==> src/design/assert_macros.svh <==
// Assertion macros for the loader's modules; the parser is the one that uses them.
// Each macro expects signals named clk and rst_n in the scope that uses it.
`ifndef ASSERT_MACROS_SVH
`define ASSERT_MACROS_SVH

// The property must hold at every clock edge outside reset.
`define ASSERT_CLK(name, prop, msg) \
    name: assert property (@(posedge clk) disable iff (!rst_n) prop) else $error(msg);

// The condition must never be true outside reset.
`define ASSERT_NEVER(name, cond, msg) \
    name: assert property (@(posedge clk) disable iff (!rst_n) !(cond)) else $error(msg);

`endif

==> src/design/ihex_pkg.sv <==
`default_nettype none

package ihex_pkg;

    // Characters with a meaning of their own in the text.
    localparam logic [7:0] CH_NEWLINE = 8'd10;
    localparam logic [7:0] CH_HASH    = 8'h23;
    localparam logic [7:0] CH_SEMI    = 8'h3B;
    localparam logic [7:0] CH_COLON   = 8'h3A;

    // Record type of a data record.
    localparam logic [7:0] REC_DATA = 8'h00;

    // Parser phase within a line.
    typedef enum logic [2:0] {
        PH_LINE_START = 3'd0,
        PH_SKIP       = 3'd1,
        PH_HEADER     = 3'd2,
        PH_DATA       = 3'd3,
        PH_CHECKSUM   = 3'd4
    } ihex_phase_t;

    // Result kinds.
    typedef enum logic [1:0] {
        KIND_WRITE    = 2'd0,
        KIND_BAD_HEX  = 2'd1,
        KIND_NO_COLON = 2'd2,
        KIND_BAD_SUM  = 2'd3
    } ihex_kind_t;

    // Position of the next header byte.
    typedef enum logic [1:0] {
        HDR_COUNT   = 2'd0,
        HDR_ADDR_HI = 2'd1,
        HDR_ADDR_LO = 2'd2,
        HDR_TYPE    = 2'd3
    } ihex_hdr_pos_t;

    // A character held in the input register.
    typedef struct packed {
        logic       valid;
        logic [7:0] character;
    } ihex_char_t;

    // A result leaving the parser.
    typedef struct packed {
        logic        valid;
        ihex_kind_t  kind;
        logic [15:0] address;
        logic [7:0]  data;
    } ihex_result_t;

    // A decoded hex digit.
    typedef struct packed {
        logic       ok;
        logic [3:0] value;
    } ihex_digit_t;

    // Decode one ASCII hex digit, upper or lower case.
    function automatic ihex_digit_t hex_decode(input logic [7:0] ch);
        ihex_digit_t d;
        d.ok    = 1'b1;
        d.value = 4'd0;
        if (ch >= 8'h30 && ch <= 8'h39)
        begin
            d.value = ch[3:0];
        end
        else if ((ch >= 8'h41 && ch <= 8'h46) || (ch >= 8'h61 && ch <= 8'h66))
        begin
            d.value = ch[3:0] + 4'd9;
        end
        else
        begin
            d.ok = 1'b0;
        end
        return d;
    endfunction

endpackage

`default_nettype wire

==> src/design/ihex_char_if.sv <==
`default_nettype none

// Character channel into the loader.
interface ihex_char_if;
    logic       valid;
    logic       ready;
    logic [7:0] character;

    modport source (output valid, output character, input ready);
    modport sink (input valid, input character, output ready);
endinterface

`default_nettype wire

==> src/design/ihex_rec_if.sv <==
`default_nettype none

// Result channel out of the loader.
interface ihex_rec_if;
    logic        valid;
    logic        ready;
    logic [1:0]  kind;
    logic [15:0] address;
    logic [7:0]  data;

    modport source (output valid, output kind, output address, output data, input ready);
    modport sink (input valid, input kind, input address, input data, output ready);
endinterface

`default_nettype wire

==> src/design/intel_hex_record_loader.sv <==
// A character accepted into the input register is decoded by the parser, and its result,
// if any, enters the result register when it is free; the output register frees each
// cycle it is taken. Throughput: one character per cycle while the sink takes results.
// Reset (rst_n low, asynchronous) returns the parser to line start, clears the
// error stop and empties both registers.
`default_nettype none

module intel_hex_record_loader
    import ihex_pkg::*;
(
    input  wire logic  clk,
    input  wire logic  rst_n,
    ihex_char_if.sink  char_in,
    ihex_rec_if.source rec_out
);

    ihex_char_t   held;
    ihex_result_t result;
    logic         advance;

    // Input register.
    ihex_in_stage u_in_stage (
        .clk     (clk),
        .rst_n   (rst_n),
        .char_in (char_in),
        .advance (advance),
        .held    (held)
    );

    // Parser state and decode.
    ihex_parser u_parser (
        .clk     (clk),
        .rst_n   (rst_n),
        .held    (held),
        .advance (advance),
        .result  (result)
    );

    // Result register.
    ihex_out_stage u_out_stage (
        .clk     (clk),
        .rst_n   (rst_n),
        .result  (result),
        .advance (advance),
        .rec_out (rec_out)
    );

endmodule

`default_nettype wire

==> src/design/ihex_in_stage.sv <==
`default_nettype none

// Input register: holds one character until the parser takes it.
module ihex_in_stage
    import ihex_pkg::*;
(
    input  wire logic  clk,
    input  wire logic  rst_n,
    ihex_char_if.sink  char_in,
    input  wire logic  advance,
    output ihex_char_t held
);

    logic       valid_reg;
    logic [7:0] char_reg;
    logic       take;

    // A new item may enter when the register is empty or is being drained.
    assign char_in.ready = !valid_reg || advance;
    assign take          = char_in.valid && char_in.ready;

    // Valid flag.
    always_ff @(posedge clk or negedge rst_n)
    begin
        if (!rst_n)
        begin
            valid_reg <= 1'b0;
        end
        else if (take)
        begin
            valid_reg <= 1'b1;
        end
        else if (advance)
        begin
            valid_reg <= 1'b0;
        end
    end

    // Character payload.
    always_ff @(posedge clk)
    begin
        if (take)
        begin
            char_reg <= char_in.character;
        end
    end

    assign held.valid     = valid_reg;
    assign held.character = char_reg;

endmodule

`default_nettype wire

==> src/design/ihex_parser.sv <==
`default_nettype none

// Record parser: line state, header fields, running sum and the result
// for the character in the input register.
module ihex_parser
    import ihex_pkg::*;
(
    input  wire logic       clk,
    input  wire logic       rst_n,
    input  wire ihex_char_t held,
    input  wire logic       advance,
    output ihex_result_t    result
);

    `include "assert_macros.svh"

    ihex_phase_t   phase_reg, phase_next;
    logic          have_hi_reg, have_hi_next;
    logic [3:0]    hi_nib_reg, hi_nib_next;
    ihex_hdr_pos_t hdr_pos_reg, hdr_pos_next;
    logic [7:0]    bytes_rem_reg, bytes_rem_next;
    logic [15:0]   next_addr_reg, next_addr_next;
    logic [7:0]    sum_reg, sum_next;
    logic          stopped_reg, stopped_next;

    logic          step;
    logic [7:0]    ch;
    ihex_digit_t   dig;
    logic [7:0]    byte_val;
    logic [7:0]    sum_add;
    logic          in_record;
    logic          pair_done;

    assign step      = held.valid && advance && !stopped_reg;
    assign ch        = held.character;
    assign dig       = hex_decode(ch);
    assign byte_val  = {hi_nib_reg, dig.value};
    assign sum_add   = sum_reg + byte_val;
    assign in_record = (phase_reg == PH_HEADER) || (phase_reg == PH_DATA)
                       || (phase_reg == PH_CHECKSUM);
    assign pair_done = dig.ok && have_hi_reg;

    // Next phase.
    always_comb
    begin
        phase_next = phase_reg;
        if (step)
        begin
            unique case (phase_reg)
                PH_SKIP:
                begin
                    if (ch == CH_NEWLINE)
                    begin
                        phase_next = PH_LINE_START;
                    end
                end
                PH_HEADER:
                begin
                    if (pair_done && hdr_pos_reg == HDR_TYPE)
                    begin
                        if (byte_val != REC_DATA)
                        begin
                            phase_next = PH_SKIP;
                        end
                        else if (bytes_rem_reg == 8'd0)
                        begin
                            phase_next = PH_CHECKSUM;
                        end
                        else
                        begin
                            phase_next = PH_DATA;
                        end
                    end
                end
                PH_DATA:
                begin
                    if (pair_done && bytes_rem_reg == 8'd1)
                    begin
                        phase_next = PH_CHECKSUM;
                    end
                end
                PH_CHECKSUM:
                begin
                    if (pair_done && sum_add == 8'd0)
                    begin
                        phase_next = PH_SKIP;
                    end
                end
                default:
                begin
                    if (ch == CH_HASH || ch == CH_SEMI)
                    begin
                        phase_next = PH_SKIP;
                    end
                    else if (ch == CH_COLON)
                    begin
                        phase_next = PH_HEADER;
                    end
                end
            endcase
        end
    end

    // Field updates and the result of this step.
    always_comb
    begin
        have_hi_next   = have_hi_reg;
        hi_nib_next    = hi_nib_reg;
        hdr_pos_next   = hdr_pos_reg;
        bytes_rem_next = bytes_rem_reg;
        next_addr_next = next_addr_reg;
        sum_next       = sum_reg;
        stopped_next   = stopped_reg;
        result.valid   = 1'b0;
        result.kind    = KIND_WRITE;
        result.address = 16'd0;
        result.data    = 8'd0;
        if (step && in_record)
        begin
            if (!dig.ok)
            begin
                // Any non-hex character inside a record is fatal.
                stopped_next = 1'b1;
                result.valid = 1'b1;
                result.kind  = KIND_BAD_HEX;
            end
            else if (!have_hi_reg)
            begin
                have_hi_next = 1'b1;
                hi_nib_next  = dig.value;
            end
            else
            begin
                have_hi_next = 1'b0;
                sum_next     = sum_add;
                if (phase_reg == PH_HEADER)
                begin
                    unique case (hdr_pos_reg)
                        HDR_COUNT:
                        begin
                            bytes_rem_next = byte_val;
                            hdr_pos_next   = HDR_ADDR_HI;
                        end
                        HDR_ADDR_HI:
                        begin
                            next_addr_next = {byte_val, 8'd0};
                            hdr_pos_next   = HDR_ADDR_LO;
                        end
                        HDR_ADDR_LO:
                        begin
                            next_addr_next = {next_addr_reg[15:8],
                                              next_addr_reg[7:0] | byte_val};
                            hdr_pos_next   = HDR_TYPE;
                        end
                        default:
                        begin
                            hdr_pos_next = HDR_COUNT;
                        end
                    endcase
                end
                else if (phase_reg == PH_DATA)
                begin
                    // Each data byte goes out as a write at once.
                    next_addr_next = next_addr_reg + 16'd1;
                    bytes_rem_next = bytes_rem_reg - 8'd1;
                    result.valid   = 1'b1;
                    result.kind    = KIND_WRITE;
                    result.address = next_addr_reg;
                    result.data    = byte_val;
                end
                else if (sum_add != 8'd0)
                begin
                    stopped_next = 1'b1;
                    result.valid = 1'b1;
                    result.kind  = KIND_BAD_SUM;
                end
            end
        end
        else if (step && phase_reg != PH_SKIP)
        begin
            // Line start: comment, record or error.
            if (ch == CH_COLON)
            begin
                hdr_pos_next   = HDR_COUNT;
                have_hi_next   = 1'b0;
                hi_nib_next    = 4'd0;
                bytes_rem_next = 8'd0;
                sum_next       = 8'd0;
            end
            else if (ch != CH_HASH && ch != CH_SEMI)
            begin
                stopped_next = 1'b1;
                result.valid = 1'b1;
                result.kind  = KIND_NO_COLON;
            end
        end
    end

    // State registers.
    always_ff @(posedge clk or negedge rst_n)
    begin
        if (!rst_n)
        begin
            phase_reg     <= PH_LINE_START;
            have_hi_reg   <= 1'b0;
            hi_nib_reg    <= 4'd0;
            hdr_pos_reg   <= HDR_COUNT;
            bytes_rem_reg <= 8'd0;
            next_addr_reg <= 16'd0;
            sum_reg       <= 8'd0;
            stopped_reg   <= 1'b0;
        end
        else
        begin
            phase_reg     <= phase_next;
            have_hi_reg   <= have_hi_next;
            hi_nib_reg    <= hi_nib_next;
            hdr_pos_reg   <= hdr_pos_next;
            bytes_rem_reg <= bytes_rem_next;
            next_addr_reg <= next_addr_next;
            sum_reg       <= sum_next;
            stopped_reg   <= stopped_next;
        end
    end

    // Once stopped, the parser stays stopped and says nothing more.
    `ASSERT_CLK(a_stop_sticky, stopped_reg |=> stopped_reg, "parser left the stopped state")
    `ASSERT_NEVER(a_quiet_when_stopped, stopped_reg && result.valid, "result after stop")
    // Writes come only from data bytes, and errors always stop the parser.
    `ASSERT_NEVER(a_write_in_data,
        result.valid && result.kind == KIND_WRITE && phase_reg != PH_DATA,
        "write outside data phase")
    `ASSERT_CLK(a_error_stops,
        result.valid && result.kind != KIND_WRITE |=> stopped_reg,
        "error did not stop the parser")

endmodule

`default_nettype wire

==> src/design/ihex_out_stage.sv <==
`default_nettype none

// Output register: holds one result until the sink takes it.
module ihex_out_stage
    import ihex_pkg::*;
(
    input  wire logic         clk,
    input  wire logic         rst_n,
    input  wire ihex_result_t result,
    output logic              advance,
    ihex_rec_if.source        rec_out
);

    logic        valid_reg;
    ihex_kind_t  kind_reg;
    logic [15:0] addr_reg;
    logic [7:0]  data_reg;

    // The parser may step whenever this register is free or being emptied.
    assign advance = !valid_reg || rec_out.ready;

    // Valid flag.
    always_ff @(posedge clk or negedge rst_n)
    begin
        if (!rst_n)
        begin
            valid_reg <= 1'b0;
        end
        else if (advance)
        begin
            valid_reg <= result.valid;
        end
    end

    // Result payload.
    always_ff @(posedge clk)
    begin
        if (advance && result.valid)
        begin
            kind_reg <= result.kind;
            addr_reg <= result.address;
            data_reg <= result.data;
        end
    end

    assign rec_out.valid   = valid_reg;
    assign rec_out.kind    = kind_reg;
    assign rec_out.address = addr_reg;
    assign rec_out.data    = data_reg;

endmodule

`default_nettype wire

==> src/flat_wrapper.sv <==
// flat-port wrapper written by rule: the top's interface ports become plain ports
module intel_hex_record_loader_flat import ihex_pkg::*;
  (clk, rst_n, char_in_valid, char_in_character, char_in_ready, rec_out_valid, rec_out_kind, rec_out_address, rec_out_data, rec_out_ready);
  ihex_char_if char_in_i ();
  ihex_rec_if rec_out_i ();
  input  wire logic clk;
  input  wire logic rst_n;
  input wire logic [$bits(char_in_i.valid)-1:0] char_in_valid;
  input wire logic [$bits(char_in_i.character)-1:0] char_in_character;
  output wire logic [$bits(char_in_i.ready)-1:0] char_in_ready;
  output wire logic [$bits(rec_out_i.valid)-1:0] rec_out_valid;
  output wire logic [$bits(rec_out_i.kind)-1:0] rec_out_kind;
  output wire logic [$bits(rec_out_i.address)-1:0] rec_out_address;
  output wire logic [$bits(rec_out_i.data)-1:0] rec_out_data;
  input wire logic [$bits(rec_out_i.ready)-1:0] rec_out_ready;
  assign char_in_i.valid = char_in_valid;
  assign char_in_i.character = char_in_character;
  assign char_in_ready = char_in_i.ready;
  assign rec_out_valid = rec_out_i.valid;
  assign rec_out_kind = rec_out_i.kind;
  assign rec_out_address = rec_out_i.address;
  assign rec_out_data = rec_out_i.data;
  assign rec_out_i.ready = rec_out_ready;
  intel_hex_record_loader u_core (.clk(clk), .rst_n(rst_n), .char_in(char_in_i), .rec_out(rec_out_i));
endmodule
==> config.mk <==
export PLATFORM = sky130hd
export DESIGN_NAME = intel_hex_record_loader_flat
export DESIGN_NICKNAME = d
export VERILOG_FILES = /design/src/design/ihex_pkg.sv /design/src/design/ihex_char_if.sv /design/src/design/ihex_rec_if.sv /design/src/design/intel_hex_record_loader.sv /design/src/design/ihex_in_stage.sv /design/src/design/ihex_parser.sv /design/src/design/ihex_out_stage.sv /design/src/flat_wrapper.sv
export VERILOG_INCLUDE_DIRS = /design/src /design/src/design
export SDC_FILE = /design/constraint.sdc
export NUM_CORES = 1
export LEC_CHECK = 0
export ABC_AREA = 1
export BUFFER_PORTS_ARGS = -buffer_cell sky130_fd_sc_hd__buf_2
export CAP_MARGIN = 30
export CORE_ASPECT_RATIO = 1.4
export CORE_UTILIZATION = 50
export CTS_CLUSTER_SIZE = 14
export DETAILED_ROUTE_END_ITERATION = 10
export GPL_TIMING_DRIVEN = 0
export PLACE_DENSITY = 0.69
export SLEW_MARGIN = 20
export SYNTH_ARGS = -nofsm -noshare
export SYNTH_HDL_FRONTEND = slang
export SYNTH_HIERARCHICAL = 1
export SYNTH_SLANG_ARGS = --single-unit
==> constraint.sdc <==
create_clock -name clk -period 4.8 [get_ports clk]
set_clock_uncertainty 0.1 [all_clocks]
set_input_delay 0 -clock clk [delete_from_list [all_inputs] [get_ports clk]]
set_output_delay 0 -clock clk [all_outputs]
set_load 0.03 [all_outputs]
Yosys cells after proc, flatten, opt, wreduce, memory -nomap -nowiden
Cells that the tools add are included.
- mux-type cells: 65
- bitwise operators: 5
- magnitude comparators: 6
- reduce and logical (&&, ||, !) cells: 44
- add/sub/neg operators: 4
- eq/ne operators: 33
- operators with widths (cell ; count):
    two-way mux 8 bit ; 11
    two-way mux 27 bit ; 2
    two-way mux 3 bit ; 15
    two-way mux 16 bit ; 2
    one-hot mux 16 bit (2 select lines) ; 1
    two-way mux 4 bit ; 7
    == test 8 x 6 -> 1 bit, second input constant ; 3
    two-way mux 24 bit ; 1
    two-way mux 1 bit ; 18
    AND reduction 6 bit ; 3
    adder 16 x 1 -> 16 bit, second input constant ; 1
    greater-or-equal comparator 8 x 7 -> 1 bit, second input constant ; 2
    <= comparator 8 x 7 -> 1 bit, second input constant ; 2
    zero test 8 bit ; 2
    != test 8 x 6 -> 1 bit, second input constant ; 2
    nonzero test 8 bit ; 2
    logical AND 1 bit ; 14
    two-way mux 2 bit ; 6
    != test 2 bit, second input constant ; 6
    != test 3 bit, second input constant ; 4
    one-hot mux 3 bit (4 select lines) ; 1
    != test 2 x 1 -> 1 bit, second input constant ; 5
    AND reduction 5 bit ; 2
    nonzero test 2 bit ; 5
    25 further kinds ; 40
- bits in registers: 79
- output and inout port bits: 28
- input bits: 12

Logic depth before layout (Yosys ltp)
- depth after elaboration: 14
- depth in mapped cells: 24

Cells and area by module
Netlist, hierarchy kept.
- modules (own cells, without submodules) (module ; sequential area each (sq um) ; instances ; area an instance (sq um) ; cells an instance):
    ihex_parser ; 1076.0 ; 1 ; 3663.5 ; 538
    ihex_out_stage ; 805.8 ; 1 ; 825.8 ; 32
    ihex_in_stage ; 265.3 ; 1 ; 292.8 ; 15

Worst setup path before layout
OpenSTA, ideal clock, no wires.
- path type: register -> register
- start: reg u_core.u_in_stage.char_reg[0]
- end: reg u_core.u_out_stage.addr_reg[0] (netlist: u_core/u_out_stage/rec_out.address[0]), enable pin
- library setup time: 0.418 ns
- buffers on the path: 0
- data arrival time: 3.813 ns
- required time: 4.282 ns
- slack: 0.470 ns
- cell stages (with the launch flop): 23
- path through: edfxtp_1 > inv_1 > ha_1 > o21ai_1 > nand2_1 > nand2_2 > nand2_2 > nand3_1 > inv_1 > ha_1 > nand2_1 > nand2_1 > inv_1 > nand2_1 > nand2_1 > nand2_1 > nand2_1 > nand2_1 > nand3_1 > o21ai_0 > o21ai_0 > inv_1 > a21oi_1
- RTL lines (element ; RTL line ; text):
    start, declared ; ihex_in_stage.sv:15 ; logic [7:0] char_reg;
    start signal, assigned ; ihex_in_stage.sv:44 ; char_reg <= char_in.character;
    end signal, assigned ; ihex_out_stage.sv:41 ; addr_reg <= result.address;
    end, declared ; ihex_out_stage.sv:16 ; logic [15:0] addr_reg;

==> results.toml <==
[clock_network]
cts.clk_slew.worst_paths_ps = 60
cts.sinks = 79
cts-htree-levels = 3
cts_hold_buf = 12
ctsResizeCount = 0
cts_tree = "yes"
worstSkewPairLatency_ps = 340
cts_buffers = 9
postCtsSetupBuffers = 0
root_buffer = "clkbuf_16"
clock_path_buffers = 2

[worst_setup_path]
cp-start-kind = "register"
crit_type = "register to register"
cp.arrival_ps = 4080
cp.required_ps = 4740
crit_fanout = 25
endpoint_kind = "register"

[sta]
fin_crit_sh = 0.8615
rsz0062_at_grt = "false"
timing.hold.ws_ps = 49.34
slew_headroom = 0.5082
max_clock_freq_mhz = 241.8
setup_viol = 0
worstMarginPinSlew_ps = 737.7
final.setup.worst_slack_ps = 664.8
fin_crit_ps = 4135
hold_viol = 0
final_max_slew_viol_count = 0

[floorplanning]
die_w_um = 84.66
rows = 41
die_h_um = 117.7
dieArea_sq_mm = 0.009965
initial_utilization = 0.5237
core-area_sq_mm = 0.009131
io_pins = 40

[synthesis]
synth-warning-count = 6
synth.most_common_cell = "nand2_1"
syn_area_sq_mm = 0.004782
ys_types = 44
synth.top_cell.area_share = 0.2355
synthCells = 585
syn_area_per_cell_sq_um = 8.175
synth_edf_count = 34
yosysTopAreaCell = "dfrtp_1"
ys_top_cells_by_area = "dfrtp_1, edfxtp_1, nand2_1, inv_1, ha_1"
async_flop_share = 0.5696
synthTopCellsByCount = "nand2_1, inv_1, dfrtp_1, nor2_1, nand3_1"
ys_ff_latch = 79
synth_ff_type = "dfrtp_1"
synth_nets = 617
ys_seq_area_frac = 0.4490

[power_and_ir_drop]
ir_drop_mv = 0.2865
powerDensity_mw_per_mm2 = 264.4
p_leak_nw = 2.548
power_mw = 1.480

[final_layout]
fillers = 800
syn2layout_area_growth_pct = 17.03
final_util = 0.6129
antennaDiodeCount = 0
layout-drive-gt1-share = 0.1621
nNetsFinal = 681
fin_cells = 761

[global_routing]
globalRouteOverflowTotal = 0
antenna_found_initial = 0
grt_first_pass_wirelength_mm = 19.30
grt_max_degree = 28
first_global_vias = 4062
grt_util_all_layers = 0.2502

[routing]
drt_iter0_drc = 250
via_count = 4246
first_pass_iters = 8
wl_per_cell_um = 15.34
ant_nets = 0
wl_mm = 11.67
vias_per_cell = 5.580
drc_errors = 3

[place]
hpwl_mm = 8.653
routabilityCongestion = 0.9018
port_buffers = 39
pre_cts_ws_ps = 751.0
dp.cells = 733

[min_path]
hp-class = "primary input to asynchronous set/reset pin"

[run]
maxCapViolCount = 0

[run_status]
violations = "design-rule violations"
status = "finished with violations"
[layout by cell type (no fill, tap or decap), drive strengths merged]
cell | synthesis | final
clkinvlp | 0 | 2
a22oi | 10 | 10
o21bai | 1 | 1
o21ai | 43 | 43
clkinv | 0 | 1
fa | 1 | 1
dlygate4sd3 | 0 | 12
ha | 19 | 19
a211oi | 1 | 1
buf | 10 | 51
a22o | 2 | 2
a21o | 1 | 1
nand3b | 3 | 3
o21a | 3 | 3
o211ai | 4 | 4
o31ai | 6 | 6
a31oi | 4 | 4
xor2 | 4 | 4
xnor2 | 1 | 1
nor3b | 1 | 1
inv | 90 | 92
a21oi | 21 | 21
nand4 | 13 | 13
nand3 | 44 | 44
o2111ai | 2 | 2
edfxtp | 34 | 34
nand2 | 132 | 132
nor2 | 56 | 56
dfrtp | 45 | 45
or2 | 1 | 1
o22ai | 3 | 3
nor3 | 28 | 28
bufinv | 0 | 1
and3 | 1 | 1
clkbuf | 1 | 11
[where the power goes]
group	internal [mW]	switching [mW]	total (mW)
clock network	0.420	0.283	0.702
logic	0.0238	0.0403	0.0641
registers	0.709	0.00438	0.713
[worst paths after layout]
path	start	endpoint	slack, ps	cells past startpoint
setup / recovery	u_core/u_in_stage/char_reg[0]	u_core/u_out_stage/rec_out.data[4]	660	21
hold / removal	rst_n	u_core/u_parser/phase_reg[1]	50	2
setup reg to reg	u_core/u_in_stage/char_reg[0]	u_core/u_out_stage/rec_out.data[4]	660	21
hold reg to reg	u_core/u_parser/stopped_reg	u_core/u_parser/stopped_reg	380	2
max in group asynchronous	rst_n	u_core/u_parser/sum_reg[2]	4030	3
min in group clk	char_in_character[2]	u_core/u_in_stage/char_reg[2]	270	2
[final cells by class]
class | count | area [sq um] | area share
repair buffers | 53 | 362.8 | 0.06483
clock buffers | 10 | 239.0 | 0.04270
multi-input cells | 405 | 2228 | 0.3982
well taps | 107 | 133.9 | 0.02392
inverters | 90 | 337.8 | 0.06036
flip-flops and latches | 79 | 2147 | 0.3836
clock inverters | 6 | 67.56 | 0.01207
plain buffers | 11 | 80.08 | 0.01431
[critical path: stages (launching register included)]
cell and delay [ps]:
edfxtp_1 410, inv_1 100, ha_1 240, o21ai_1 130, nand2_1 120, nand2_2 120, nand2_2 140, nand3_1 330
inv_1 190, fa_1 490, nand3_1 120, nand3_1 70, nand2_1 60, nand2_1 70, nand3_1 100, nor2_1 80
nand3_1 110, o21ai_0 90, o21ai_0 180, inv_1 110, a21oi_4 260, buf_16 210
[metal layers]
layer	up-vias	part of all wire	GRT usage	routed length, um
met5	-	0	0	0
met4	0	0.046	0.1419	533
met3	38	0.040	0.03787	467
met2	155	0.49	0.4390	5773
met1	1955	0.42	0.2870	4898
li1	2098	-	-	-
[metrics by stage]
step / cell area, sq um / TNS, ps
global placement: 5111 / -21610
global route: 5597 / 0
floorplan: 4782 / 0
CTS: 5597 / 0
finish: 5597 / 0
detailed placement: 5170 / 0
[cells by family (layout without fill, tap and decap cells)]
logic type / after synthesis / after routing / synth area share
flops: 79 / 79 / 0.4490
simple gates: 279 / 279 / 0.2753
compound gates: 101 / 101 / 0.1253
xor+xnor: 5 / 5 / 0.009157
fa+ha+maj: 20 / 20 / 0.05390
buf+inv: 101 / 170 / 0.08739
(Power assumes the default switching activity.)
